**config.mk**
```make
export PLATFORM = sky130hd
export DESIGN_NAME = rtp_video_packetizer
export DESIGN_NICKNAME = d
export VERILOG_FILES = /design/src/rtl/rvp_pkg.sv /design/src/rtl/rtp_video_packetizer.sv /design/src/rtl/rvp_front.sv /design/src/rtl/rvp_queue.sv /design/src/rtl/rvp_back.sv
export SDC_FILE = /design/constraint.sdc
export NUM_CORES = 1
export LEC_CHECK = 0
export ABC_CLOCK_PERIOD_IN_PS = 6550
export BUFFER_PORTS_ARGS = -buffer_cell sky130_fd_sc_hd__buf_2
export CAP_MARGIN = 40
export CORE_ASPECT_RATIO = 1.5
export CORE_MARGIN = 1
export CORE_UTILIZATION = 62
export CTS_CLUSTER_SIZE = 16
export DETAILED_ROUTE_END_ITERATION = 10
export HOLD_SLACK_MARGIN = 0.15
export PLACE_DENSITY = 0.8
export SETUP_SLACK_MARGIN = 0.5
export SYNTH_ARGS = -nofsm -noshare
export SYNTH_HDL_FRONTEND = slang
export SYNTH_SLANG_ARGS = --single-unit
```
**constraint.sdc**
```tcl
create_clock -name clk -period 6.55 [get_ports clk]
set_input_delay 1.31 -clock clk [delete_from_list [all_inputs] [get_ports clk]]
set_output_delay 1.31 -clock clk [all_outputs]
set_load 0.005 [all_outputs]
```
**src/rtl/rvp_pkg.sv**
```systemverilog
`default_nettype none
package rvp_pkg;
	localparam int unsigned MaxPayloadReset = 8900;
	localparam logic [6:0] PayloadKindReset = 7'd96;
	localparam int unsigned QueueDepth = 4;

	// configuration register indexes
	localparam logic [2:0] RegMaxPayload  = 3'd0;
	localparam logic [2:0] RegPayloadKind = 3'd1;
	localparam logic [2:0] RegSyncSource  = 3'd2;
	localparam logic [2:0] RegSeqStart    = 3'd3;
	localparam logic [2:0] RegCodec       = 3'd4;
	localparam logic [2:0] RegInterleave  = 3'd5;
	localparam logic [2:0] RegJpegTq      = 3'd6;
	localparam logic [2:0] RegJpegDims    = 3'd7;

	localparam logic [1:0] CodecH264  = 2'd0;
	localparam logic [1:0] CodecMjpeg = 2'd1;

	localparam logic [7:0] FuTypeA  = 8'd28;
	localparam logic [7:0] FuStart  = 8'h80;
	localparam logic [7:0] FuEnd    = 8'h40;
	localparam logic [7:0] RtpVer   = 8'h80;
	localparam logic [7:0] IlvMagic = 8'h24;

	// one classified frame byte handed from front to back
	typedef struct packed {
		logic [7:0]  data;
		logic        start;     // open a new packet before this byte
		logic        hdr_only;  // packet header only, no payload byte
		logic        last;      // last payload byte of its packet
		logic        marker;
		logic        fu;        // fu-a payload header present
		logic [7:0]  fu_ind;
		logic [7:0]  fu_hdr;
		logic [15:0] pay;       // payload bytes in this packet
		logic [23:0] offset;
		logic [31:0] stamp;
	} job_t;
endpackage
`default_nettype wire

```
**src/rtl/rtp_video_packetizer.sv**
```systemverilog
`default_nettype none
// rtp video packetizer
// input channel: one frame byte per word (data_byte) with valid/stall; the
// first byte of a frame carries frame_first, frame_length, frame_time and
// param_frame. output channel: one packet-stream word per cycle (out_byte,
// packet_first, packet_last) with valid/stall.
// a front stage classifies each byte (packet start, fragment, marker, fu-a
// bytes) and pushes it into a four-entry queue; a back stage expands each
// packet start into its prefix/rtp/payload header bytes, then the payload byte.
// throughput: payload bytes flow at one per cycle while the output is not
// stalled; a packet start adds 12 to 24 header bytes, during which the queue
// can fill and stall the input. an accepted byte is written into the queue,
// then registered by the back stage as its first output word. reset clears
// all frame state and the sequence counter; config writes go straight to
// registers (writing seq_start reloads the counter). a receiver stall holds
// the output word and backs up through the queue to the input once it fills.
module rtp_video_packetizer #(
	parameter int unsigned QueueDepth = rvp_pkg::QueueDepth
) (
	input  wire logic        clk,
	input  wire logic        arst_n,
	input  wire logic        cfg_we,
	input  wire logic [2:0]  cfg_index,
	input  wire logic [31:0] cfg_data,
	input  wire logic        in_valid,
	output logic             in_stall,
	input  wire logic [7:0]  data_byte,
	input  wire logic        frame_first,
	input  wire logic [23:0] frame_length,
	input  wire logic [31:0] frame_time,
	input  wire logic        param_frame,
	output logic             out_valid,
	input  wire logic        out_stall,
	output logic [7:0]       out_byte,
	output logic             packet_first,
	output logic             packet_last
);
	logic [15:0] max_payload_q, jtq_q, jdims_q;
	logic [6:0]  kind_q;
	logic [31:0] ssrc_q;
	logic [1:0]  codec_q;
	logic        ilv_q, seq_load;

	always_ff @(posedge clk or negedge arst_n) begin
		if (!arst_n) begin
			max_payload_q <= 16'(rvp_pkg::MaxPayloadReset);
			kind_q <= rvp_pkg::PayloadKindReset;
			ssrc_q <= '0; codec_q <= '0;
			ilv_q <= 1'b0; jtq_q <= '0; jdims_q <= '0;
		end else if (cfg_we) begin
			unique case (cfg_index)
				rvp_pkg::RegMaxPayload:  max_payload_q <= cfg_data[15:0];
				rvp_pkg::RegPayloadKind: kind_q <= cfg_data[6:0];
				rvp_pkg::RegSyncSource:  ssrc_q <= cfg_data;
				// seq_start lives in the back stage counter
				rvp_pkg::RegSeqStart:    ;
				rvp_pkg::RegCodec:       codec_q <= cfg_data[1:0];
				rvp_pkg::RegInterleave:  ilv_q <= cfg_data[0];
				rvp_pkg::RegJpegTq:      jtq_q <= cfg_data[15:0];
				rvp_pkg::RegJpegDims:    jdims_q <= cfg_data[15:0];
				default: ;
			endcase
		end
	end
	assign seq_load = cfg_we && cfg_index == rvp_pkg::RegSeqStart;

	logic          f_valid, q_full, q_ne, q_take;
	rvp_pkg::job_t f_job, q_job;

	rvp_front u_front (
		.clk, .arst_n, .valid(in_valid), .stall(in_stall),
		.data_byte, .frame_first, .frame_length, .frame_time, .param_frame,
		.max_payload(max_payload_q), .codec_select(codec_q),
		.job_valid(f_valid), .job(f_job), .job_full(q_full)
	);

	rvp_queue #(.Depth(QueueDepth)) u_queue (
		.clk, .arst_n, .wr(f_valid), .wdata(f_job), .full(q_full),
		.nonempty(q_ne), .rdata(q_job), .rd(q_take)
	);

	rvp_back u_back (
		.clk, .arst_n, .job_valid(q_ne), .job(q_job), .job_take(q_take),
		.payload_kind(kind_q), .sync_source(ssrc_q), .seq_start(cfg_data[15:0]),
		.seq_load, .codec_select(codec_q), .interleave_on(ilv_q),
		.jpeg_type_quality(jtq_q), .jpeg_dims(jdims_q),
		.valid(out_valid), .stall(out_stall), .out_byte, .packet_first, .packet_last
	);

	// a stalled output word holds all of its fields
	a_out_hold: assert property (@(posedge clk) disable iff (!arst_n)
		out_valid && out_stall |=> out_valid && $stable({out_byte, packet_first, packet_last}))
		else $error("output word changed under stall");
	a_out_known: assert property (@(posedge clk) disable iff (!arst_n)
		out_valid |-> !$isunknown({out_byte, packet_first, packet_last}))
		else $error("unknown bits in output word");
	a_cfg_known: assert property (@(posedge clk) disable iff (!arst_n)
		cfg_we |-> !$isunknown(cfg_index)) else $error("unknown register index");
endmodule
`default_nettype wire

```
**src/rtl/rvp_front.sv**
```systemverilog
`default_nettype none
module rvp_front (
	input  wire logic          clk,
	input  wire logic          arst_n,
	input  wire logic          valid,
	output logic               stall,
	input  wire logic [7:0]    data_byte,
	input  wire logic          frame_first,
	input  wire logic [23:0]   frame_length,
	input  wire logic [31:0]   frame_time,
	input  wire logic          param_frame,
	input  wire logic [15:0]   max_payload,
	input  wire logic [1:0]    codec_select,
	output logic               job_valid,
	output rvp_pkg::job_t      job,
	input  wire logic          job_full
);
	logic [23:0] left_q, offset_q;
	logic [15:0] inpkt_q;
	logic [7:0]  fu_ind_q, fu_hdr_q;
	logic [31:0] stamp_q;
	logic        param_q, frag_q;

	logic [15:0] mp;
	logic        acc, fragnow, go;
	logic [23:0] left_c, off_c;
	logic [15:0] inpkt_c;
	logic        frag_c, param_c;
	logic [7:0]  hdr_c;
	logic        lastpkt;
	logic [15:0] pay;
	logic        h264, mpeg;

	assign stall = job_full;
	assign acc   = valid && !job_full;
	assign mp    = (max_payload == 16'd0) ? 16'd1 : max_payload;
	assign h264  = codec_select == rvp_pkg::CodecH264;
	assign mpeg  = !h264 && codec_select != rvp_pkg::CodecMjpeg;

	always_comb begin
		left_c  = left_q;
		off_c   = offset_q;
		inpkt_c = inpkt_q;
		frag_c  = frag_q;
		param_c = param_q;
		hdr_c   = fu_hdr_q;
		fragnow = 1'b0;
		go      = 1'b0;
		if (frame_first) begin
			inpkt_c = '0;
			off_c   = '0;
			if (frame_length != 24'd0) begin
				param_c = param_frame;
				left_c  = frame_length;
				frag_c  = 1'b0;
				go      = 1'b1;
				if (h264 && frame_length > {8'd0, mp}) begin
					frag_c  = 1'b1;
					fragnow = 1'b1;
					hdr_c   = (data_byte & 8'h1f) | rvp_pkg::FuStart;
					left_c  = frame_length - 24'd1;
				end
			end else begin
				left_c  = '0;
				param_c = 1'b0;
				frag_c  = 1'b0;
			end
		end else begin
			go = left_q != 24'd0;
		end
		lastpkt = left_c <= {8'd0, mp};
		pay     = lastpkt ? left_c[15:0] : mp;
	end

	always_comb begin
		job          = '0;
		job.data     = data_byte;
		job.start    = fragnow || inpkt_c == 16'd0;
		job.hdr_only = fragnow;
		job.last     = !fragnow && (job.start ? pay == 16'd1 : inpkt_c == 16'd1);
		job.fu       = h264 && frag_c;
		job.fu_ind   = fragnow ? ((data_byte & 8'he0) | rvp_pkg::FuTypeA) : fu_ind_q;
		job.fu_hdr   = hdr_c | (lastpkt ? rvp_pkg::FuEnd : 8'd0);
		job.pay      = pay;
		job.offset   = off_c;
		job.stamp    = (frame_first && frame_length != 24'd0) ? frame_time : stamp_q;
		if (h264)
			job.marker = lastpkt && !param_c;
		else if (!mpeg)
			job.marker = lastpkt;
		else
			job.marker = (off_c == 24'd0 && lastpkt) ? !param_c : lastpkt;
	end
	assign job_valid = acc && go;

	always_ff @(posedge clk or negedge arst_n) begin
		if (!arst_n) begin
			left_q <= '0; offset_q <= '0; inpkt_q <= '0;
			fu_ind_q <= '0; fu_hdr_q <= '0; stamp_q <= '0;
			param_q <= 1'b0; frag_q <= 1'b0;
		end else if (acc) begin
			param_q <= param_c;
			frag_q  <= frag_c;
			if (frame_first && frame_length != 24'd0)
				stamp_q <= frame_time;
			if (fragnow) begin
				fu_ind_q <= job.fu_ind;
				// start bit goes away after the first fragment header
				fu_hdr_q <= hdr_c & ~rvp_pkg::FuStart;
				left_q   <= left_c;
				offset_q <= off_c;
				inpkt_q  <= pay;
			end else if (go) begin
				fu_hdr_q <= job.start ? (job.fu_hdr & ~rvp_pkg::FuStart) : hdr_c;
				left_q   <= left_c - 24'd1;
				offset_q <= off_c + 24'd1;
				inpkt_q  <= (job.start ? pay : inpkt_c) - 16'd1;
			end else begin
				left_q   <= left_c;
				offset_q <= off_c;
				inpkt_q  <= inpkt_c;
			end
		end
	end

	a_push_room: assert property (@(posedge clk) disable iff (!arst_n)
		job_valid |-> !job_full) else $error("job pushed into full queue");
	a_hdr_start: assert property (@(posedge clk) disable iff (!arst_n)
		job_valid && job.hdr_only |-> job.start && !job.last)
		else $error("header-only job without packet start");
	a_start_pay: assert property (@(posedge clk) disable iff (!arst_n)
		job_valid && job.start |-> job.pay != 16'd0) else $error("packet with no payload");
endmodule
`default_nettype wire

```
**src/rtl/rvp_queue.sv**
```systemverilog
`default_nettype none
module rvp_queue #(
	parameter int unsigned Depth = rvp_pkg::QueueDepth
) (
	input  wire logic          clk,
	input  wire logic          arst_n,
	input  wire logic          wr,
	input  wire rvp_pkg::job_t wdata,
	output logic               full,
	output logic               nonempty,
	output rvp_pkg::job_t      rdata,
	input  wire logic          rd
);
	localparam int unsigned Aw = (Depth > 1) ? $clog2(Depth) : 1;
	rvp_pkg::job_t mem_q [Depth];
	logic [Aw-1:0] wp_q, rp_q;
	logic [Aw:0]   cnt_q;

	assign full     = cnt_q == (Aw+1)'(Depth);
	assign nonempty = cnt_q != '0;
	assign rdata    = mem_q[rp_q];

	function automatic logic [Aw-1:0] inc(input logic [Aw-1:0] p);
		return (p == Aw'(Depth - 1)) ? '0 : p + 1'b1;
	endfunction

	always_ff @(posedge clk) begin
		if (wr && !full)
			mem_q[wp_q] <= wdata;
	end

	always_ff @(posedge clk or negedge arst_n) begin
		if (!arst_n) begin
			wp_q <= '0; rp_q <= '0; cnt_q <= '0;
		end else begin
			if (wr && !full)
				wp_q <= inc(wp_q);
			if (rd && nonempty)
				rp_q <= inc(rp_q);
			cnt_q <= cnt_q + (Aw+1)'(wr && !full) - (Aw+1)'(rd && nonempty);
		end
	end

	a_cnt_bound: assert property (@(posedge clk) disable iff (!arst_n)
		cnt_q <= (Aw+1)'(Depth)) else $error("queue count overrun");
	a_no_drop: assert property (@(posedge clk) disable iff (!arst_n)
		full && !rd |=> full) else $error("queue lost entries while full");
	a_ptr_gap: assert property (@(posedge clk) disable iff (!arst_n)
		cnt_q == '0 |-> wp_q == rp_q) else $error("queue pointers out of step");
endmodule
`default_nettype wire

```
**src/rtl/rvp_back.sv**
```systemverilog
`default_nettype none
module rvp_back (
	input  wire logic          clk,
	input  wire logic          arst_n,
	input  wire logic          job_valid,
	input  wire rvp_pkg::job_t job,
	output logic               job_take,
	input  wire logic [6:0]    payload_kind,
	input  wire logic [31:0]   sync_source,
	input  wire logic [15:0]   seq_start,
	input  wire logic          seq_load,
	input  wire logic [1:0]    codec_select,
	input  wire logic          interleave_on,
	input  wire logic [15:0]   jpeg_type_quality,
	input  wire logic [15:0]   jpeg_dims,
	output logic               valid,
	input  wire logic          stall,
	output logic [7:0]         out_byte,
	output logic               packet_first,
	output logic               packet_last
);
	// header byte index: 0..3 prefix, 4..15 rtp, 16..23 payload header, 24 payload
	logic [4:0]  idx_q;
	logic        busy_q;
	logic [15:0] seq_q;
	logic        mj;
	logic [4:0]  first_idx, end_idx, nidx;
	logic [15:0] plen, len;
	logic [7:0]  b;
	logic        free, emit_pay, done;

	assign mj        = codec_select == rvp_pkg::CodecMjpeg;
	assign first_idx = interleave_on ? 5'd0 : 5'd4;
	assign end_idx   = mj ? 5'd24 : (job.fu ? 5'd18 : 5'd16);
	assign plen      = mj ? 16'd8 : (job.fu ? 16'd2 : 16'd0);
	assign len       = job.pay + 16'd12 + plen;
	assign free      = !valid || !stall;
	assign nidx      = busy_q ? idx_q : first_idx;
	assign emit_pay  = !job.start || (busy_q && idx_q == end_idx);

	always_comb begin
		unique case (nidx)
			5'd0: b = rvp_pkg::IlvMagic;
			5'd1: b = 8'd0;
			5'd2: b = len[15:8];
			5'd3: b = len[7:0];
			5'd4: b = rvp_pkg::RtpVer;
			5'd5: b = {job.marker, payload_kind};
			5'd6: b = seq_q[15:8];
			5'd7: b = seq_q[7:0];
			5'd8: b = job.stamp[31:24];
			5'd9: b = job.stamp[23:16];
			5'd10: b = job.stamp[15:8];
			5'd11: b = job.stamp[7:0];
			5'd12: b = sync_source[31:24];
			5'd13: b = sync_source[23:16];
			5'd14: b = sync_source[15:8];
			5'd15: b = sync_source[7:0];
			5'd16: b = mj ? 8'd0 : job.fu_ind;
			5'd17: b = mj ? job.offset[23:16] : job.fu_hdr;
			5'd18: b = job.offset[15:8];
			5'd19: b = job.offset[7:0];
			5'd20: b = jpeg_type_quality[15:8];
			5'd21: b = jpeg_type_quality[7:0];
			5'd22: b = jpeg_dims[15:8];
			5'd23: b = jpeg_dims[7:0];
			default: b = job.data;
		endcase
	end

	// hdr_only job ends when the header runs out, payload job emits its byte
	assign done = job_valid && free && (emit_pay ||
		(job.hdr_only && busy_q && idx_q == end_idx - 5'd1) ||
		(job.hdr_only && !busy_q && first_idx == end_idx - 5'd1));
	assign job_take = done;

	always_ff @(posedge clk or negedge arst_n) begin
		if (!arst_n) begin
			valid <= 1'b0; busy_q <= 1'b0; idx_q <= '0; seq_q <= '0;
			out_byte <= '0; packet_first <= 1'b0; packet_last <= 1'b0;
		end else begin
			if (seq_load)
				seq_q <= seq_start;
			if (free) begin
				valid <= job_valid;
				if (job_valid) begin
					if (emit_pay) begin
						busy_q       <= 1'b0;
						out_byte     <= job.data;
						packet_first <= 1'b0;
						packet_last  <= job.last;
					end else begin
						out_byte     <= b;
						packet_first <= !busy_q;
						packet_last  <= 1'b0;
						// sequence number advances once its low byte is out
						if (nidx == 5'd7 && !seq_load)
							seq_q <= seq_q + 16'd1;
						busy_q <= !done;
						idx_q  <= nidx + 5'd1;
					end
				end
			end
		end
	end

	a_hold: assert property (@(posedge clk) disable iff (!arst_n)
		valid && stall |=> valid && $stable(out_byte)) else $error("output changed under stall");
	a_first: assert property (@(posedge clk) disable iff (!arst_n)
		valid && packet_first |-> !packet_last) else $error("first and last together");
	a_busy_idx: assert property (@(posedge clk) disable iff (!arst_n)
		busy_q |-> idx_q <= 5'd24) else $error("header index overran");
endmodule
`default_nettype wire
```
; ---- Word-level counts from Yosys, hierarchy flattened
; Memory sizes are Yosys's and may differ from the RTL's.
; Cells that the tools add are included.
[classes]
n_addsub = 13
n_lt_le_gt_ge = 2
n_eq_ne = 40
n_mux = 57
bitwise_logic = 2
reduce_logical = 56
[ops]
columns = operator, n
row1 = $mux W16, 12
row2 = $mux W24, 8
row3 = $pmux W8 S24, 1
row4 = $mux W8, 10
row5 = $reduce_bool A24 Y1, 2
row6 = $sub A24 B1 Y24 const B, 2
row7 = $eq A5 B4 Y1 const B, 8
row8 = $eq A5 B5 Y1 const B, 8
row9 = $eq A16 B1 Y1 const B, 2
row10 = $logic_not A16 Y1, 2
row11 = $mux W32, 1
row12 = $add A24 B1 Y24 const B, 1
row13 = $gt A24 B16 Y1, 1
row14 = $le A24 B16 Y1, 1
row15 = $logic_not A24 Y1, 1
row16 = $eq A5 B3 Y1 const B, 4
row17 = $logic_and A1 B1 Y1, 20
row18 = $reduce_and A2 Y1, 10
row19 = $mux W1, 17
row20 = $add A16 B1 Y16 const B, 1
row21 = $add A16 B16 Y16, 1
row22 = $add A16 B4 Y16 const B, 1
row23 = $sub A16 B1 Y16 const B, 1
row24 = $eq A3 B3 Y1 const B, 5
row25 = other kinds (27), 50
[word_totals]
regBits = 244
mem_bits_rw = 404
in_bits = 106
output_inout_bits = 12
word_cells = 196
memories = 1
[mem_list]
columns = name, words, width, rd, rd_clocked_by_memory_dff, wr, line
row1 = u_queue.mem_q, 4, 101, 1, 0, 1, rvp_queue.sv:15  ; rvp_pkg::job_t mem_q [Depth];

; ---- Depth between registers and ports, before layout
; Gate-level depths: netlist (run 1).
[logic_depth]
word_depth = 13
ltp_mapped = 27
depth_no_buf = 27

; ---- Modules after synthesis
; Synthesis (run 1) repeated with hierarchy kept, for this count alone.
[hier_totals]
hier_cells = 2485
area_unflattened_um2 = 31530.2
[by_module_without_submodules]
columns = module, n_inst, cells_per_inst, area_each_um2
row1 = rvp_queue, 1, 568, 15083.2
row2 = rvp_front, 1, 1221, 9132.5
row3 = rvp_back, 1, 496, 3796.1
row4 = rtp_video_packetizer, 1, 200, 3518.4

; ---- Worst setup path after synthesis (run 1)
; Ideal clock, no wire load.
[synth_timing]
kind = input to register
start = in frame_length[14]
end = reg u_front.inpkt_q[15]
setup_ns = 0.129
arrival_ns = 6.062
required_time_ns = 6.421
path_slack_ns = 0.359
cell_stages = 21
n_path_buf = 1
path_cell_list = ha_1 > and4_1 > nand4_1 > a311o_4 > buf_2 > a2111oi_0 > xor2_1 > a22o_1 > ha_1 > nand4_1 > nor2_1 > and4_1 > o211ai_1 > nor3b_1 > o211ai_2 > nor3_2 > mux2_2 > a2111oi_0 > nand4b_1 > xnor2_1 > o21ai_1
[synth_rtl]
columns = item, line
row1 = "start, declared", rtp_video_packetizer.sv:29  ; input wire logic [23:0] frame_length,
row2 = "end signal, assigned", rvp_front.sv:112  ; inpkt_q <= pay;
row3 = "end signal, assigned", rvp_front.sv:117  ; inpkt_q <= (job.start ? pay : inpkt_c) - 16'd1;
row4 = "end signal, assigned", rvp_front.sv:121  ; inpkt_q <= inpkt_c;
row5 = "end, declared", rvp_front.sv:19  ; logic [15:0] inpkt_q;

; ---- Final worst setup path (run 1)
[layout_timing]
start = reg max_payload_q[13]
end = reg u_front.inpkt_q[6]
[layout_via]
elab_chain_len = 13
word_cells_on_any_way = 17
classes_between = add/sub: 1 / order compare: 2 / mux: 11 / reduce/logical: 3
[layout_lines]
columns = item, line
row1 = "start, declared", rtp_video_packetizer.sv:38  ; logic [15:0] max_payload_q, jtq_q, jdims_q;
row2 = "start signal, assigned", rtp_video_packetizer.sv:46  ; max_payload_q <= 16'(rvp_pkg::MaxPayloadReset);
row3 = "start signal, assigned", rtp_video_packetizer.sv:52  ; rvp_pkg::RegMaxPayload: max_payload_q <= cfg_data[15:0];
row4 = $logic_not A16 Y1, rvp_front.sv:36  ; assign mp = (max_payload == 16'd0) ? 16'd1 : max_payload;
row5 = $mux W16 *, rvp_front.sv:36
row6 = $gt A24 B16 Y1, rvp_front.sv:57  ; if (h264 && frame_length > {8'd0, mp}) begin
row7 = $logic_and A1 B1 Y1, rvp_front.sv:57
row8 = $mux W24, rvp_front.sv:57
row9 = $mux W24, rvp_front.sv:52  ; if (frame_length != 24'd0) begin
row10 = $mux W24, rvp_front.sv:49  ; if (frame_first) begin
row11 = $le A24 B16 Y1, rvp_front.sv:71  ; lastpkt = left_c <= {8'd0, mp};
row12 = $mux W16, rvp_front.sv:72  ; pay = lastpkt ? left_c[15:0] : mp;
row13 = $mux W16, rvp_front.sv:117
row14 = $sub A16 B1 Y16, rvp_front.sv:117
row15 = $mux W16, rvp_front.sv:113  ; end else if (go) begin
row16 = $mux W16 *, rvp_front.sv:106  ; if (fragnow) begin
; Mark *: on every way between the ends. The rest lies on a longest branch, timed or not.
; A chain may end at the register's enable or synchronous reset.

==> run_summary.xml, run 1 <==
<?xml version="1.0" encoding="UTF-8"?>
<metrics>
  <group name="run_status">
    <metric name="run_status" unit="">finished, final reports clean</metric>
  </group>
  <group name="sta">
    <metric name="report.final.hold_viol_count" unit="">0</metric>
    <metric name="worst-slew-pin-transition" unit="ns">1.02</metric>
    <metric name="final_min_period_over_clock_period" unit="%">90.9</metric>
    <metric name="fin_worst_skew" unit="ns">0.0334</metric>
    <metric name="finalWorstPathRequiredPeriod" unit="ns">5.95</metric>
    <metric name="holdWs" unit="ns">0.478</metric>
    <metric name="worst_slew_margin_rel" unit="%">31.3</metric>
    <metric name="rsz_0062_raised_after_global_routing" unit="">true</metric>
    <metric name="setup_viol" unit="">0</metric>
    <metric name="max_freq" unit="GHz">0.168</metric>
    <metric name="maxSlewViolCount" unit="">0</metric>
  </group>
  <group name="drt">
    <metric name="detail_route.drc_violations" unit="">0</metric>
    <metric name="drt_pass1_iterations" unit="">6</metric>
    <metric name="wl_per_cell" unit="um">26.6</metric>
    <metric name="avgViaCountPerCell" unit="">6.62</metric>
    <metric name="initialDrtViolationCount" unit="">2414</metric>
    <metric name="total_vias_in_the_final_route" unit="">22000</metric>
    <metric name="postRouteWirelength" unit="mm">88.6</metric>
    <metric name="detail-route-antenna-nets" unit="">0</metric>
  </group>
  <group name="grt">
    <metric name="globalRoute.totalOverflow" unit="">0</metric>
    <metric name="globalRouteTotalUtil" unit="%">35.7</metric>
    <metric name="first_global_vias" unit="">22100</metric>
    <metric name="antenna_violations_before_repair" unit="">0</metric>
    <metric name="grt_max_degree" unit="">127</metric>
    <metric name="grt_first_pass_wirelength" unit="mm">133</metric>
  </group>
  <group name="logic_synthesis">
    <metric name="synth-async-reset-ratio" unit="%">37.7</metric>
    <metric name="synth-simple-area-share" unit="%">13.0</metric>
    <metric name="avgSynthCellArea" unit="um^2">12.6</metric>
    <metric name="post-synth-top-count-cell" unit="">sky130_fd_sc_hd__nand2_1</metric>
    <metric name="synth_top_family_by_area" unit="">simple AND/OR/NAND/NOR gates</metric>
    <metric name="synthAdderAreaFrac" unit="%">2.41</metric>
    <metric name="total_standard_cell_area_after_synthesis" unit="um^2">30700</metric>
    <metric name="post_synth_top_area_share" unit="%">39.5</metric>
    <metric name="mappedNetlistNets" unit="">2607</metric>
    <metric name="synth_common_cells" unit="">434 x sky130_fd_sc_hd__nand2_1, 404 x sky130_fd_sc_hd__edfxtp_1, 237 x sky130_fd_sc_hd__dfrtp_1, 108 x sky130_fd_sc_hd__o21ai_0, 102 x sky130_fd_sc_hd__nor2_1</metric>
    <metric name="synth.area.mux_share" unit="%">11.1</metric>
    <metric name="sequential_element_share_of_the_synthesized_area" unit="%">59.4</metric>
    <metric name="synthXorXnorAreaFrac" unit="%">2.14</metric>
    <metric name="postSynthRegisterBits" unit="">648</metric>
    <metric name="synthFlopType" unit="">sky130_fd_sc_hd__edfxtp_1</metric>
    <metric name="post_synth_num_cell_types" unit="">103</metric>
    <metric name="synth.largest_area_cell" unit="">sky130_fd_sc_hd__edfxtp_1</metric>
    <metric name="synth_compound_gate_area_share" unit="%">9.35</metric>
    <metric name="ys_top_cells_by_area" unit="">sky130_fd_sc_hd__edfxtp_1 39%, sky130_fd_sc_hd__dfrtp_1 19%, sky130_fd_sc_hd__mux4_2 7.4%, sky130_fd_sc_hd__nand2_1 5.3%, sky130_fd_sc_hd__mux2_2 3.0%</metric>
    <metric name="postSynthCellCount" unit="">2443</metric>
    <metric name="synth_edf_count" unit="">404</metric>
    <metric name="yosys_warnings" unit="">0</metric>
  </group>
  <group name="floorplan">
    <metric name="initial_core_util" unit="%">62.9</metric>
    <metric name="core.rowCount" unit="">99</metric>
    <metric name="floorplan.die.height" unit="um">275</metric>
    <metric name="num_io_pins" unit="">118</metric>
    <metric name="die_w" unit="um">184</metric>
    <metric name="floorplan.die_area" unit="um^2">50500</metric>
    <metric name="core_area" unit="um^2">48800</metric>
  </group>
  <group name="power_and_ir_drop">
    <metric name="power.static_leakage" unit="nW">13.4</metric>
    <metric name="p_total" unit="mW">14.2</metric>
    <metric name="peakVddDrop" unit="mV">0.310</metric>
    <metric name="power_density_over_cell_area" unit="nW/um^2">405</metric>
  </group>
  <group name="worst_setup_path">
    <metric name="worst-endpoint-arrival" unit="ns">6.42</metric>
    <metric name="critical-path-slowest-cell" unit="">sky130_fd_sc_hd__dfstp_2</metric>
    <metric name="critical_path.max_fanout" unit="">8</metric>
    <metric name="crit_path_max_incr_delay" unit="ns">0.56</metric>
    <metric name="timing.setup.critical_path_class" unit="">register to register</metric>
    <metric name="critical_path_buf_inv_count" unit="">7</metric>
    <metric name="critical_path.endpoint_type" unit="">register</metric>
    <metric name="required" unit="ns">7.02</metric>
    <metric name="timing.critical_path.from_type" unit="">register</metric>
    <metric name="critical_path.top_delay_family" unit="">compound AO/OA/AOI/OAI gates</metric>
  </group>
  <group name="clock_network">
    <metric name="cts_tree" unit="">built</metric>
    <metric name="cts_inserted_buffers" unit="">57</metric>
    <metric name="insertion_delay" unit="ns">0.63</metric>
    <metric name="cts_root_buffer" unit="">sky130_fd_sc_hd__clkbuf_16</metric>
    <metric name="h_tree_depth_reported_by_cts" unit="">2</metric>
    <metric name="clkSlewWorstSetupHoldPaths" unit="ns">0.07</metric>
    <metric name="clock_path_buffers" unit="">3</metric>
    <metric name="clock_sink_count" unit="">648</metric>
    <metric name="post_cts_hold_buffer_count" unit="">0</metric>
  </group>
  <group name="run">
    <metric name="cap_violations" unit="">0</metric>
  </group>
  <group name="cells_and_area">
    <metric name="multi_input_area" unit="um^2">12000</metric>
    <metric name="final_net_count" unit="">2790</metric>
    <metric name="final_design_area_no_fill" unit="um^2">35200</metric>
    <metric name="seqCellArea" unit="um^2">18300</metric>
    <metric name="final_core_utilization" unit="%">72.1</metric>
    <metric name="area_growth_syn_to_layout" unit="%">14.5</metric>
    <metric name="layout-drive-gt1-share" unit="%">23.0</metric>
    <metric name="antennaDiodeCount" unit="">0</metric>
    <metric name="filler_cell_count" unit="">3204</metric>
  </group>
  <group name="hold_path">
    <metric name="min-delay-path-class" unit="">register to register</metric>
  </group>
  <group name="placed_design">
    <metric name="place.gp.congestion" unit="">0.978</metric>
    <metric name="placement.cell_area" unit="um^2">32700</metric>
    <metric name="dpl.hpwl" unit="mm">59.6</metric>
    <metric name="buffer_ports.inserted" unit="">117</metric>
  </group>
</metrics>
[flip-flops by register name (all words and copies together), names as in the netlist, 24 cells and up]
name              count
u_queue.mem_q       404
ssrc_q               32
u_front.stamp_q      32
u_front.left_q       24
u_front.offset_q     24
[metal layers]
metal  global-route usage [%]  routed length [um]
met1                     43.1               30700
met2                     62.2               45700
met3                     4.16                6210
met4                     20.6                5960
met5                        0                   0
[worst min-delay path, stage by stage (launching register included)]
cell and delay (ns):
sky130_fd_sc_hd__dfrtp_1 0.34, sky130_fd_sc_hd__nand2_1 0.04, sky130_fd_sc_hd__o21ai_0 0.06
[cell usage in the layout, fill, tap and decap left out, drive strengths merged, types with 12 or more instances in the layout]
master	n
nand3	49
and3	19
o21ai	115
dfrtp	237
nand2	435
mux4	101
edfxtp	404
xor2	30
clkbuf	80
ha	56
nand4	21
a211oi	13
a22o	12
mux2	83
o211ai	17
a22oi	65
a21oi	86
and2	32
clkinv	18
xnor2	45
a2111oi	14
nor2b	32
mux2i	20
buf	252
a31oi	21
nor4	33
nand2b	19
nor2	102
nor3	51
inv	64
[path summary, 6_finish.rpt]
check / startpoint / to / slack [ns] / cells past startpoint
setup / recovery: max_payload_q[13] / u_front.inpkt_q[6] / 0.60 / 28
hold / removal: u_back.packet_last / u_back.packet_last / 0.48 / 2
setup reg to reg: max_payload_q[13] / u_front.inpkt_q[6] / 0.60 / 28
hold reg to reg: u_back.packet_last / u_back.packet_last / 0.48 / 2
max in group asynchronous: arst_n / u_queue.rp_q[0] / 4.55 / 2
min in group asynchronous: arst_n / u_front.offset_q[14] / 0.65 / 1
[cells by family after synthesis]
family | count (synthesis)
AND/OR/NAND/NOR | 841
flip-flops | 648
AO/OA/AOI/OAI | 425
multiplexers | 204
buffers and inverters | 192
XOR/XNOR | 75
adder cells (fa/ha/maj) | 58
[what timing repair did]
| item | 4_1_cts | 5_1_grt |
|---|---|---|
| endpoints found under the setup margin | 11 | 19 |
| setup buffers | 0 | 16 |
| resized for setup | 3 | 51 |
| pin swaps | 0 | 24 |
| endpoints found under the hold margin | 0 | 0 |
| gates cloned | 0 | 1 |
[area by class of cell]
type / instances / share of cell area (%)
well taps: 656 / 2.33
inverters: 63 / 0.683
repair buffers: 253 / 5.22
clock buffers: 79 / 4.55
flip-flops and latches: 648 / 51.9
multi-input cells: 1603 / 34.2
clock inverters: 29 / 1.13
[power by group]
part	switching [mW]	total, mW	internal [mW]	leakage, nW
clock network	1.53	3.56	2.04	0.975
logic	2.76	4.60	1.84	5.75
registers	0.604	6.07	5.47	6.70
[per-stage QoR]
stage,cells,setup WS [ns],setup TNS [ns]
floorplan,2443,0.507,0
global placement,3196,-0.235,-2.62
detailed placement,3205,-0.240,-2.61
CTS,3313,0.561,0
global route,3331,0.355,0
finish,3331,0.599,0
Note: power is estimated with default switching activity, not from simulation.
==> run 2, diff against run 1 <==
--- a/config.mk
+++ b/config.mk
@@ -6,13 +6,12 @@
 export NUM_CORES = 1
 export LEC_CHECK = 0
 export ABC_CLOCK_PERIOD_IN_PS = 6550
-export BUFFER_PORTS_ARGS = -buffer_cell sky130_fd_sc_hd__buf_2
 export CAP_MARGIN = 40
 export CORE_ASPECT_RATIO = 1.5
-export CORE_MARGIN = 1
 export CORE_UTILIZATION = 62
 export CTS_CLUSTER_SIZE = 16
 export DETAILED_ROUTE_END_ITERATION = 10
+export DONT_BUFFER_PORTS = 1
 export HOLD_SLACK_MARGIN = 0.15
 export PLACE_DENSITY = 0.8
 export SETUP_SLACK_MARGIN = 0.5
==> run 2 against run 1 <==
  * Die area is the same
  * Maximum frequency grew 1.6%
  * Register-to-register slack gained 0.10 ns
  * Combinational power shrank 5.2%
  * First-iteration DRC count shrank 0.54%
  * Via count shrank 2.5%
  * Sequential share of layout area grew 1.6 points
  * Sequential power grew 1%
  * Clock skew grew 0.0029 ns
  * Critical path depth shrank 5
  * Non-clock buffer count shrank 133
  * Worst hold slack lost 0.077 ns
  * Critical endpoint is now u_front.inpkt_q[13]
==> run_summary.xml, run 2 (same netlist as run 1, synthesis figures left out) <==
<?xml version="1.0" encoding="UTF-8"?>
<metrics>
  <group name="run_status">
    <metric name="run_status" unit="">finished, final reports clean</metric>
  </group>
  <group name="worst_setup_path">
    <metric name="critical_path.max_fanout" unit="">15</metric>
    <metric name="timing.critical_path.from_type" unit="">input port</metric>
    <metric name="critical-path-slowest-cell" unit="">sky130_fd_sc_hd__nor4_2</metric>
    <metric name="timing.critical_path.cells" unit="">ha_1 -&gt; and4_1 -&gt; nand4_1 -&gt; a311o_4 -&gt; buf_12 -&gt; a211oi_4 -&gt; nand3b_1 -&gt; mux2i_1 -&gt; a21oi_2 -&gt; ha_1 -&gt; nand4_1 -&gt; nor2_1 -&gt; and4_1 -&gt; o211ai_1 -&gt; nor3b_4 -&gt; o211ai_4 -&gt; buf_4 -&gt; nor4_1 -&gt; a211oi_2 -&gt; nand3_1 -&gt; nor4_2 -&gt; xnor2_1 -&gt; o211ai_2</metric>
    <metric name="crit_path_max_incr_delay" unit="ns">0.46</metric>
    <metric name="timing.setup.critical_path_class" unit="">input port to register</metric>
    <metric name="critical_path.endpoint_type" unit="">register</metric>
    <metric name="critical_path_buf_inv_count" unit="">2</metric>
    <metric name="required" unit="ns">7.00</metric>
    <metric name="critical_path.top_delay_family" unit="">simple AND/OR/NAND/NOR gates</metric>
    <metric name="worst-endpoint-arrival" unit="ns">6.31</metric>
  </group>
  <group name="sta">
    <metric name="maxSlewViolCount" unit="">0</metric>
    <metric name="tns" unit="ns">0</metric>
    <metric name="report.final.hold_viol_count" unit="">0</metric>
    <metric name="setup_viol" unit="">0</metric>
    <metric name="final_min_period_over_clock_period" unit="%">89.5</metric>
    <metric name="worst_slew_margin_rel" unit="%">10.3</metric>
    <metric name="finalWorstPathRequiredPeriod" unit="ns">5.86</metric>
    <metric name="worst-slew-pin-transition" unit="ns">1.35</metric>
    <metric name="max_freq" unit="GHz">0.171</metric>
    <metric name="rsz_0062_raised_after_global_routing" unit="">false</metric>
    <metric name="fin_worst_skew" unit="ns">0.0363</metric>
  </group>
  <group name="drt">
    <metric name="detail-route-antenna-nets" unit="">0</metric>
    <metric name="initialDrtViolationCount" unit="">2401</metric>
    <metric name="postRouteWirelength" unit="mm">86.6</metric>
    <metric name="avgViaCountPerCell" unit="">6.73</metric>
    <metric name="drt_pass1_iterations" unit="">7</metric>
    <metric name="wl_per_cell" unit="um">27.1</metric>
    <metric name="total_vias_in_the_final_route" unit="">21500</metric>
    <metric name="detail_route.drc_violations" unit="">0</metric>
  </group>
  <group name="grt">
    <metric name="first_global_vias" unit="">21600</metric>
    <metric name="antenna_violations_before_repair" unit="">1</metric>
    <metric name="globalRoute.totalOverflow" unit="">0</metric>
    <metric name="globalRouteTotalUtil" unit="%">34.9</metric>
    <metric name="grt_first_pass_wirelength" unit="mm">131</metric>
    <metric name="grt_max_degree" unit="">245</metric>
  </group>
  <group name="floorplan">
    <metric name="core_area" unit="um^2">48800</metric>
    <metric name="floorplan.die.height" unit="um">275</metric>
    <metric name="core.rowCount" unit="">99</metric>
    <metric name="floorplan.die_area" unit="um^2">50500</metric>
    <metric name="initial_core_util" unit="%">62.9</metric>
    <metric name="die_w" unit="um">184</metric>
    <metric name="num_io_pins" unit="">118</metric>
  </group>
  <group name="clock_network">
    <metric name="cts_root_buffer" unit="">sky130_fd_sc_hd__clkbuf_16</metric>
    <metric name="cts_inserted_buffers" unit="">56</metric>
    <metric name="h_tree_depth_reported_by_cts" unit="">2</metric>
    <metric name="clkSlewWorstSetupHoldPaths" unit="ns">0.07</metric>
    <metric name="insertion_delay" unit="ns">0.62</metric>
    <metric name="clock_path_buffers" unit="">3</metric>
    <metric name="cts_tree" unit="">built</metric>
    <metric name="clock_sink_count" unit="">648</metric>
  </group>
  <group name="cells_and_area">
    <metric name="final_design_area_no_fill" unit="um^2">34100</metric>
    <metric name="number_of_flip_flops_in_the_largest_register" unit="">404</metric>
    <metric name="area_growth_syn_to_layout" unit="%">11.1</metric>
    <metric name="top_regs" unit="">u_queue.mem_q: 404 flops, ssrc_q: 32 flops, u_front.stamp_q: 32 flops</metric>
    <metric name="final_core_utilization" unit="%">69.9</metric>
    <metric name="layout.cells.most_common_list" unit="">434 x sky130_fd_sc_hd__nand2_1, 404 x sky130_fd_sc_hd__edfxtp_1, 235 x sky130_fd_sc_hd__dfrtp_1, 107 x sky130_fd_sc_hd__o21ai_0, 107 x sky130_fd_sc_hd__buf_4</metric>
    <metric name="finalNonFillerCells" unit="">3196</metric>
    <metric name="layout-drive-gt1-share" unit="%">18.6</metric>
    <metric name="final_common_cell" unit="">sky130_fd_sc_hd__nand2_1</metric>
    <metric name="final_net_count" unit="">2656</metric>
    <metric name="regMostFlops" unit="">u_queue.mem_q</metric>
  </group>
  <group name="hold_path">
    <metric name="min-delay-path-class" unit="">input port to async pin</metric>
  </group>
  <group name="power_and_ir_drop">
    <metric name="peakVddDrop" unit="mV">0.397</metric>
    <metric name="seqPwrFrac" unit="%">43.8</metric>
    <metric name="power_density_over_cell_area" unit="nW/um^2">410</metric>
    <metric name="p_switching" unit="mW">4.79</metric>
    <metric name="clock_network_fraction_of_total_power" unit="%">25.0</metric>
    <metric name="pwr-share-comb" unit="%">31.2</metric>
    <metric name="power.static_leakage" unit="nW">12.8</metric>
    <metric name="swShare" unit="%">34.3</metric>
    <metric name="p_int" unit="mW">9.19</metric>
  </group>
  <group name="placed_design">
    <metric name="place.detailed.instances" unit="">3078</metric>
    <metric name="placement.cell_area" unit="um^2">32000</metric>
    <metric name="buffer_ports.inserted" unit="">0</metric>
    <metric name="place.gp.congestion" unit="">0.962</metric>
    <metric name="dpl.hpwl" unit="mm">58.2</metric>
  </group>
  <group name="run">
    <metric name="cap_violations" unit="">0</metric>
  </group>
</metrics>
-- run 2: repair_timing --
item / in CTS / in global routing
resized for setup: 0 / 31
endpoints found under the hold margin: 0 / 0
endpoints found under the setup margin: 0 / 18
hold buffers: 0 / 0
setup buffers: 0 / 10
-- run 2: per-stage QoR --
| stage | total power [mW] | worst slack [ns] | hold slack [ns] |
|---|---|---|---|
| floorplan | 8.82 | 0.507 | 0.425 |
| global placement | 10.1 | -0.0530 | 0.442 |
| CTS | 13.9 | 0.511 | 0.388 |
| global route | 14.5 | 0.490 | 0.378 |
| finish | 14.0 | 0.690 | 0.401 |
| detailed placement | 10.3 | -0.0836 | 0.447 |
-- run 2: layout make-up --
type	count	area (um^2)
antenna	1	2.50
inverter	63	240
timing repair buffer	120	986
fill	3276	14700
clock buffer	69	1480
sequential	648	18300
clock inverter	36	440
tap	656	821
multi-input combinational	1603	11900
-- run 2: power by group through the flow --
stage	combinational, mW	clock [mW]	sequential [mW]
after floorplan	2.94	0	5.88
after global placement	4.03	0	6.07
after detailed placement	4.20	0	6.15
after CTS	4.27	3.51	6.10
after global routing	4.64	3.66	6.20
final	4.36	3.50	6.13
-- run 2: worst paths after layout --
check,endpoint,depth (start not counted),from,slack (ns)
setup / recovery,u_front.inpkt_q[13],23,frame_length[14],0.69
min in group clk,u_front.fu_ind_q[2],1,u_front.fu_ind_q[2],0.46
hold / removal,u_front.stamp_q[26],0,arst_n,0.40
setup reg to reg,u_front.inpkt_q[13],24,max_payload_q[13],0.70
hold reg to reg,u_front.fu_ind_q[2],1,u_front.fu_ind_q[2],0.46
max in group asynchronous,u_front.left_q[18],0,arst_n,5.05
-- run 2: layer usage --
metal	GRT usage (%)	vias up	wire length (um)
li1	-	9201	-
met1	42.3	10800	30900
met2	59.0	1214	43300
met3	4.98	300	6300
met4	22.6	2	6100
met5	0	-	12
-- run 2: worst register-to-register path: stages, from the launching register on --
cell and delay [ns]:
sky130_fd_sc_hd__dfstp_2 0.57, sky130_fd_sc_hd__clkinvlp_4 0.15, sky130_fd_sc_hd__ha_1 0.32, sky130_fd_sc_hd__and4_1 0.25, sky130_fd_sc_hd__nand4_1 0.22, sky130_fd_sc_hd__a311o_4 0.41
sky130_fd_sc_hd__buf_12 0.17, sky130_fd_sc_hd__a211oi_4 0.29, sky130_fd_sc_hd__nand3b_1 0.14, sky130_fd_sc_hd__mux2i_1 0.24, sky130_fd_sc_hd__a21oi_2 0.10, sky130_fd_sc_hd__ha_1 0.30
sky130_fd_sc_hd__nand4_1 0.10, sky130_fd_sc_hd__nor2_1 0.14, sky130_fd_sc_hd__and4_1 0.23, sky130_fd_sc_hd__o211ai_1 0.10, sky130_fd_sc_hd__nor3b_4 0.19, sky130_fd_sc_hd__o211ai_4 0.27
sky130_fd_sc_hd__buf_4 0.16, sky130_fd_sc_hd__nor4_1 0.05, sky130_fd_sc_hd__a211oi_2 0.37, sky130_fd_sc_hd__nand3_1 0.22, sky130_fd_sc_hd__nor4_2 0.46, sky130_fd_sc_hd__xnor2_1 0.19
sky130_fd_sc_hd__o211ai_2 0.10
==> run 3, diff against run 2 <==
--- a/config.mk
+++ b/config.mk
@@ -5,6 +5,7 @@
 export SDC_FILE = /design/constraint.sdc
 export NUM_CORES = 1
 export LEC_CHECK = 0
+export ABC_AREA = 1
 export ABC_CLOCK_PERIOD_IN_PS = 6550
 export CAP_MARGIN = 40
 export CORE_ASPECT_RATIO = 1.5
@@ -13,7 +14,7 @@
 export DETAILED_ROUTE_END_ITERATION = 10
 export DONT_BUFFER_PORTS = 1
 export HOLD_SLACK_MARGIN = 0.15
-export PLACE_DENSITY = 0.8
+export PLACE_DENSITY = 0.78
 export SETUP_SLACK_MARGIN = 0.5
 export SYNTH_ARGS = -nofsm -noshare
 export SYNTH_HDL_FRONTEND = slang
==> run 3 against run 2 <==
  * Register-to-register slack gained 0.16 ns
  * Worst hold slack lost 0.033 ns
  * Die area grew 2.3%
  * Clock power grew 3%
  * First-iteration DRC count grew 11%
  * Synthesized area grew 2.4%
  * Total power is essentially flat
  * Synthesized cell count grew 38%
  * Maximum frequency grew 2.9%
  * Non-clock buffer count shrank 36
  * Critical path type is now register to register
  * Largest cell class unchanged
  * Highest routed layer is now met4
==> run_summary.xml, run 3 <==
<?xml version="1.0" encoding="UTF-8"?>
<metrics>
  <group name="worst_setup_path">
    <metric name="required" unit="ns">6.94</metric>
    <metric name="worst-endpoint-arrival" unit="ns">6.09</metric>
    <metric name="critical_path.endpoint_type" unit="">register</metric>
    <metric name="critical_path.max_fanout" unit="">13</metric>
    <metric name="critical_path.top_delay_family" unit="">simple AND/OR/NAND/NOR gates</metric>
    <metric name="critical-path-slowest-cell" unit="">sky130_fd_sc_hd__nor3_1</metric>
    <metric name="timing.critical_path.from_type" unit="">register</metric>
    <metric name="cp_common_cell" unit="">sky130_fd_sc_hd__nand2_1</metric>
    <metric name="critical_path_buf_inv_count" unit="">5</metric>
    <metric name="crit_path_max_incr_delay" unit="ns">0.39</metric>
    <metric name="timing.setup.critical_path_class" unit="">register to register</metric>
  </group>
  <group name="floorplan">
    <metric name="floorplan.die.height" unit="um">278</metric>
    <metric name="num_io_pins" unit="">118</metric>
    <metric name="initial_core_util" unit="%">63.1</metric>
    <metric name="die_w" unit="um">186</metric>
    <metric name="core.rowCount" unit="">100</metric>
    <metric name="core_area" unit="um^2">49800</metric>
    <metric name="floorplan.die_area" unit="um^2">51600</metric>
  </group>
  <group name="power_and_ir_drop">
    <metric name="peakVddDrop" unit="mV">0.328</metric>
    <metric name="power_density_over_cell_area" unit="nW/um^2">405</metric>
    <metric name="power.static_leakage" unit="nW">14.0</metric>
  </group>
  <group name="clock_network">
    <metric name="cts_inserted_buffers" unit="">59</metric>
    <metric name="clock_path_buffers" unit="">3</metric>
    <metric name="clkSlewWorstSetupHoldPaths" unit="ns">0.07</metric>
    <metric name="clock_sink_count" unit="">648</metric>
    <metric name="cts_tree" unit="">built</metric>
    <metric name="insertion_delay" unit="ns">0.64</metric>
    <metric name="cts_root_buffer" unit="">sky130_fd_sc_hd__clkbuf_16</metric>
    <metric name="h_tree_depth_reported_by_cts" unit="">2</metric>
  </group>
  <group name="logic_synthesis">
    <metric name="post_synth_num_cell_types" unit="">66</metric>
    <metric name="postSynthRegisterBits" unit="">648</metric>
    <metric name="synth_common_cells" unit="">709 x sky130_fd_sc_hd__nand2_1, 434 x sky130_fd_sc_hd__o21ai_0, 404 x sky130_fd_sc_hd__edfxtp_1, 395 x sky130_fd_sc_hd__nor2_1, 323 x sky130_fd_sc_hd__inv_1</metric>
    <metric name="ys_top_cells_by_area" unit="">sky130_fd_sc_hd__edfxtp_1 39%, sky130_fd_sc_hd__dfrtp_1 19%, sky130_fd_sc_hd__nand2_1 8.5%, sky130_fd_sc_hd__o21ai_0 6.9%, sky130_fd_sc_hd__nor2_1 4.7%</metric>
    <metric name="postSynthCellCount" unit="">3360</metric>
    <metric name="synth.largest_area_cell" unit="">sky130_fd_sc_hd__edfxtp_1</metric>
    <metric name="synthFlopType" unit="">sky130_fd_sc_hd__edfxtp_1</metric>
    <metric name="post_synth_top_area_share" unit="%">38.6</metric>
    <metric name="synth-async-reset-ratio" unit="%">37.7</metric>
    <metric name="total_standard_cell_area_after_synthesis" unit="um^2">31400</metric>
    <metric name="synth_edf_count" unit="">404</metric>
    <metric name="mappedNetlistNets" unit="">3524</metric>
    <metric name="avgSynthCellArea" unit="um^2">9.36</metric>
    <metric name="yosys_warnings" unit="">0</metric>
    <metric name="sequential_element_share_of_the_synthesized_area" unit="%">58.0</metric>
    <metric name="post-synth-top-count-cell" unit="">sky130_fd_sc_hd__nand2_1</metric>
  </group>
  <group name="drt">
    <metric name="drt_pass1_iterations" unit="">6</metric>
    <metric name="total_vias_in_the_final_route" unit="">25300</metric>
    <metric name="initialDrtViolationCount" unit="">2659</metric>
    <metric name="postRouteWirelength" unit="mm">97.1</metric>
    <metric name="wl_per_cell" unit="um">23.9</metric>
    <metric name="detail-route-antenna-nets" unit="">0</metric>
    <metric name="detail_route.drc_violations" unit="">0</metric>
    <metric name="avgViaCountPerCell" unit="">6.22</metric>
  </group>
  <group name="cells_and_area">
    <metric name="area_growth_syn_to_layout" unit="%">9.98</metric>
    <metric name="final_design_area_no_fill" unit="um^2">34600</metric>
    <metric name="regMostFlops" unit="">u_queue.mem_q</metric>
    <metric name="final_net_count" unit="">3523</metric>
    <metric name="final_common_cell" unit="">sky130_fd_sc_hd__nand2_1</metric>
    <metric name="filler_cell_count" unit="">3771</metric>
    <metric name="number_of_flip_flops_in_the_largest_register" unit="">404</metric>
    <metric name="layout.cells.most_common_list" unit="">709 x sky130_fd_sc_hd__nand2_1, 431 x sky130_fd_sc_hd__o21ai_0, 404 x sky130_fd_sc_hd__edfxtp_1, 387 x sky130_fd_sc_hd__nor2_1, 317 x sky130_fd_sc_hd__inv_1</metric>
    <metric name="finalNonFillerCells" unit="">4072</metric>
    <metric name="final_core_utilization" unit="%">69.4</metric>
    <metric name="top_regs" unit="">u_queue.mem_q: 404 flops, ssrc_q: 32 flops, u_front.stamp_q: 32 flops</metric>
    <metric name="layout-drive-gt1-share" unit="%">8.51</metric>
  </group>
  <group name="sta">
    <metric name="finalWorstPathRequiredPeriod" unit="ns">5.69</metric>
    <metric name="final_min_period_over_clock_period" unit="%">86.9</metric>
    <metric name="setup_viol" unit="">0</metric>
    <metric name="max_freq" unit="GHz">0.176</metric>
    <metric name="timing.final.ws_setup" unit="ns">0.856</metric>
    <metric name="rsz_0062_raised_after_global_routing" unit="">true</metric>
    <metric name="fin_worst_skew" unit="ns">0.0275</metric>
    <metric name="report.final.hold_viol_count" unit="">0</metric>
    <metric name="worst_slew_margin_rel" unit="%">35.0</metric>
    <metric name="maxSlewViolCount" unit="">0</metric>
    <metric name="worst-slew-pin-transition" unit="ns">0.972</metric>
  </group>
  <group name="grt">
    <metric name="globalRouteTotalUtil" unit="%">38.1</metric>
    <metric name="antenna_violations_before_repair" unit="">1</metric>
    <metric name="grt_first_pass_wirelength" unit="mm">145</metric>
    <metric name="grt_max_degree" unit="">245</metric>
    <metric name="globalRoute.totalOverflow" unit="">0</metric>
    <metric name="first_global_vias" unit="">25200</metric>
  </group>
  <group name="placed_design">
    <metric name="place.detailed.instances" unit="">3960</metric>
    <metric name="buffer_ports.inserted" unit="">0</metric>
    <metric name="detailedPlace.worstSlack" unit="ns">0.214</metric>
    <metric name="place.gp.congestion" unit="">0.995</metric>
    <metric name="placement.cell_area" unit="um^2">32500</metric>
    <metric name="dpl.hpwl" unit="mm">67.5</metric>
  </group>
  <group name="run">
    <metric name="cap_violations" unit="">0</metric>
  </group>
  <group name="run_status">
    <metric name="run_status" unit="">finished, final reports clean</metric>
  </group>
  <group name="hold_path">
    <metric name="min-delay-path-class" unit="">input port to async pin</metric>
  </group>
</metrics>
run 3: cell types whose count changed in the layout (fill, tap and decap cells not counted), sizes merged, moves of 41 or more:
cell / before / now
o21ai: 115 / 451
nor2: 102 / 415
nand2: 435 / 725
inv: 63 / 331
mux4: 101 / 0
mux2: 83 / 15
nand3: 49 / 113
a22oi: 65 / 4
o22ai: 7 / 48
run 3: logic make-up (layout without fill, tap and decap cells):
group,after synthesis,in the layout,share of synthesized area (%)
AND/OR/NAND/NOR,1359,1359,17.9
AO/OA/AOI/OAI,740,740,13.5
flip-flops,648,648,58.0
buffers and inverters,478,526,5.88
XOR/XNOR,61,61,1.70
adder cells (fa/ha/maj),58,58,2.36
multiplexers,16,16,0.569
other,0,1,0
run 3: routing by layer:
layer | track usage [%] | share of wire, %
met1 | 42.6 | 34
met2 | 64.2 | 49
met3 | 6.05 | 7.6
met4 | 30.1 | 9.1
met5 | 0 | 0
run 3: worst paths after layout:
path	from	end	slack, ns	cells past startpoint
max in group asynchronous	arst_n	u_front.fu_ind_q[3]	5.51	0
max	max_payload_q[7]	u_queue.mem_q[1][90]	0.86	37
min	arst_n	u_queue.cnt_q[0]	0.37	0
max reg2reg	max_payload_q[7]	u_queue.mem_q[1][90]	0.86	37
min reg2reg	u_front.fu_ind_q[2]	u_front.fu_ind_q[2]	0.46	2
min in group clk	u_front.fu_ind_q[2]	u_front.fu_ind_q[2]	0.46	2
run 3: final cells by class:
type	instances	area, um^2	share of cell area [%]
clock buffer	75	1620	4.69
antenna	1	2.50	0.00724
clock inverter	35	394	1.14
sequential	648	18300	52.8
tap	663	830	2.40
timing repair buffer	84	778	2.25
multi-input combinational	2234	11400	33.1
inverter	332	1250	3.63
run 3: power breakdown:
part,internal (mW),switching (mW)
registers,5.32,0.433
logic,1.34,3.30
clock network,2.04,1.56
run 3: worst reg2reg max path: cells and delay by family (launching register included):
kind            cells  cell delay, ns
simple gates       25            3.00
fa+ha+maj           2            0.53
compound gates      5            0.71
buf+inv             5            0.81
flops               1            0.38
run 3: through the flow:
step	power, mW	hold slack (ns)	TNS (ns)
after detailed placement	10.3	0.441	0
final	14.0	0.367	0
after global routing	14.7	0.350	0
after CTS	13.9	0.352	0
after floorplan	8.73	0.423	-461.78
after global placement	10.1	0.435	0
run 3: repair_timing:
| action | in CTS | in global routing |
|---|---|---|
| pin swaps | 0 | 1 |
| hold endpoints to repair | 0 | 0 |
| setup endpoints to repair | 15 | 19 |
| hold buffers | 0 | 0 |
| buffers inserted | 0 | 1 |
| gates resized for setup | 2 | 21 |
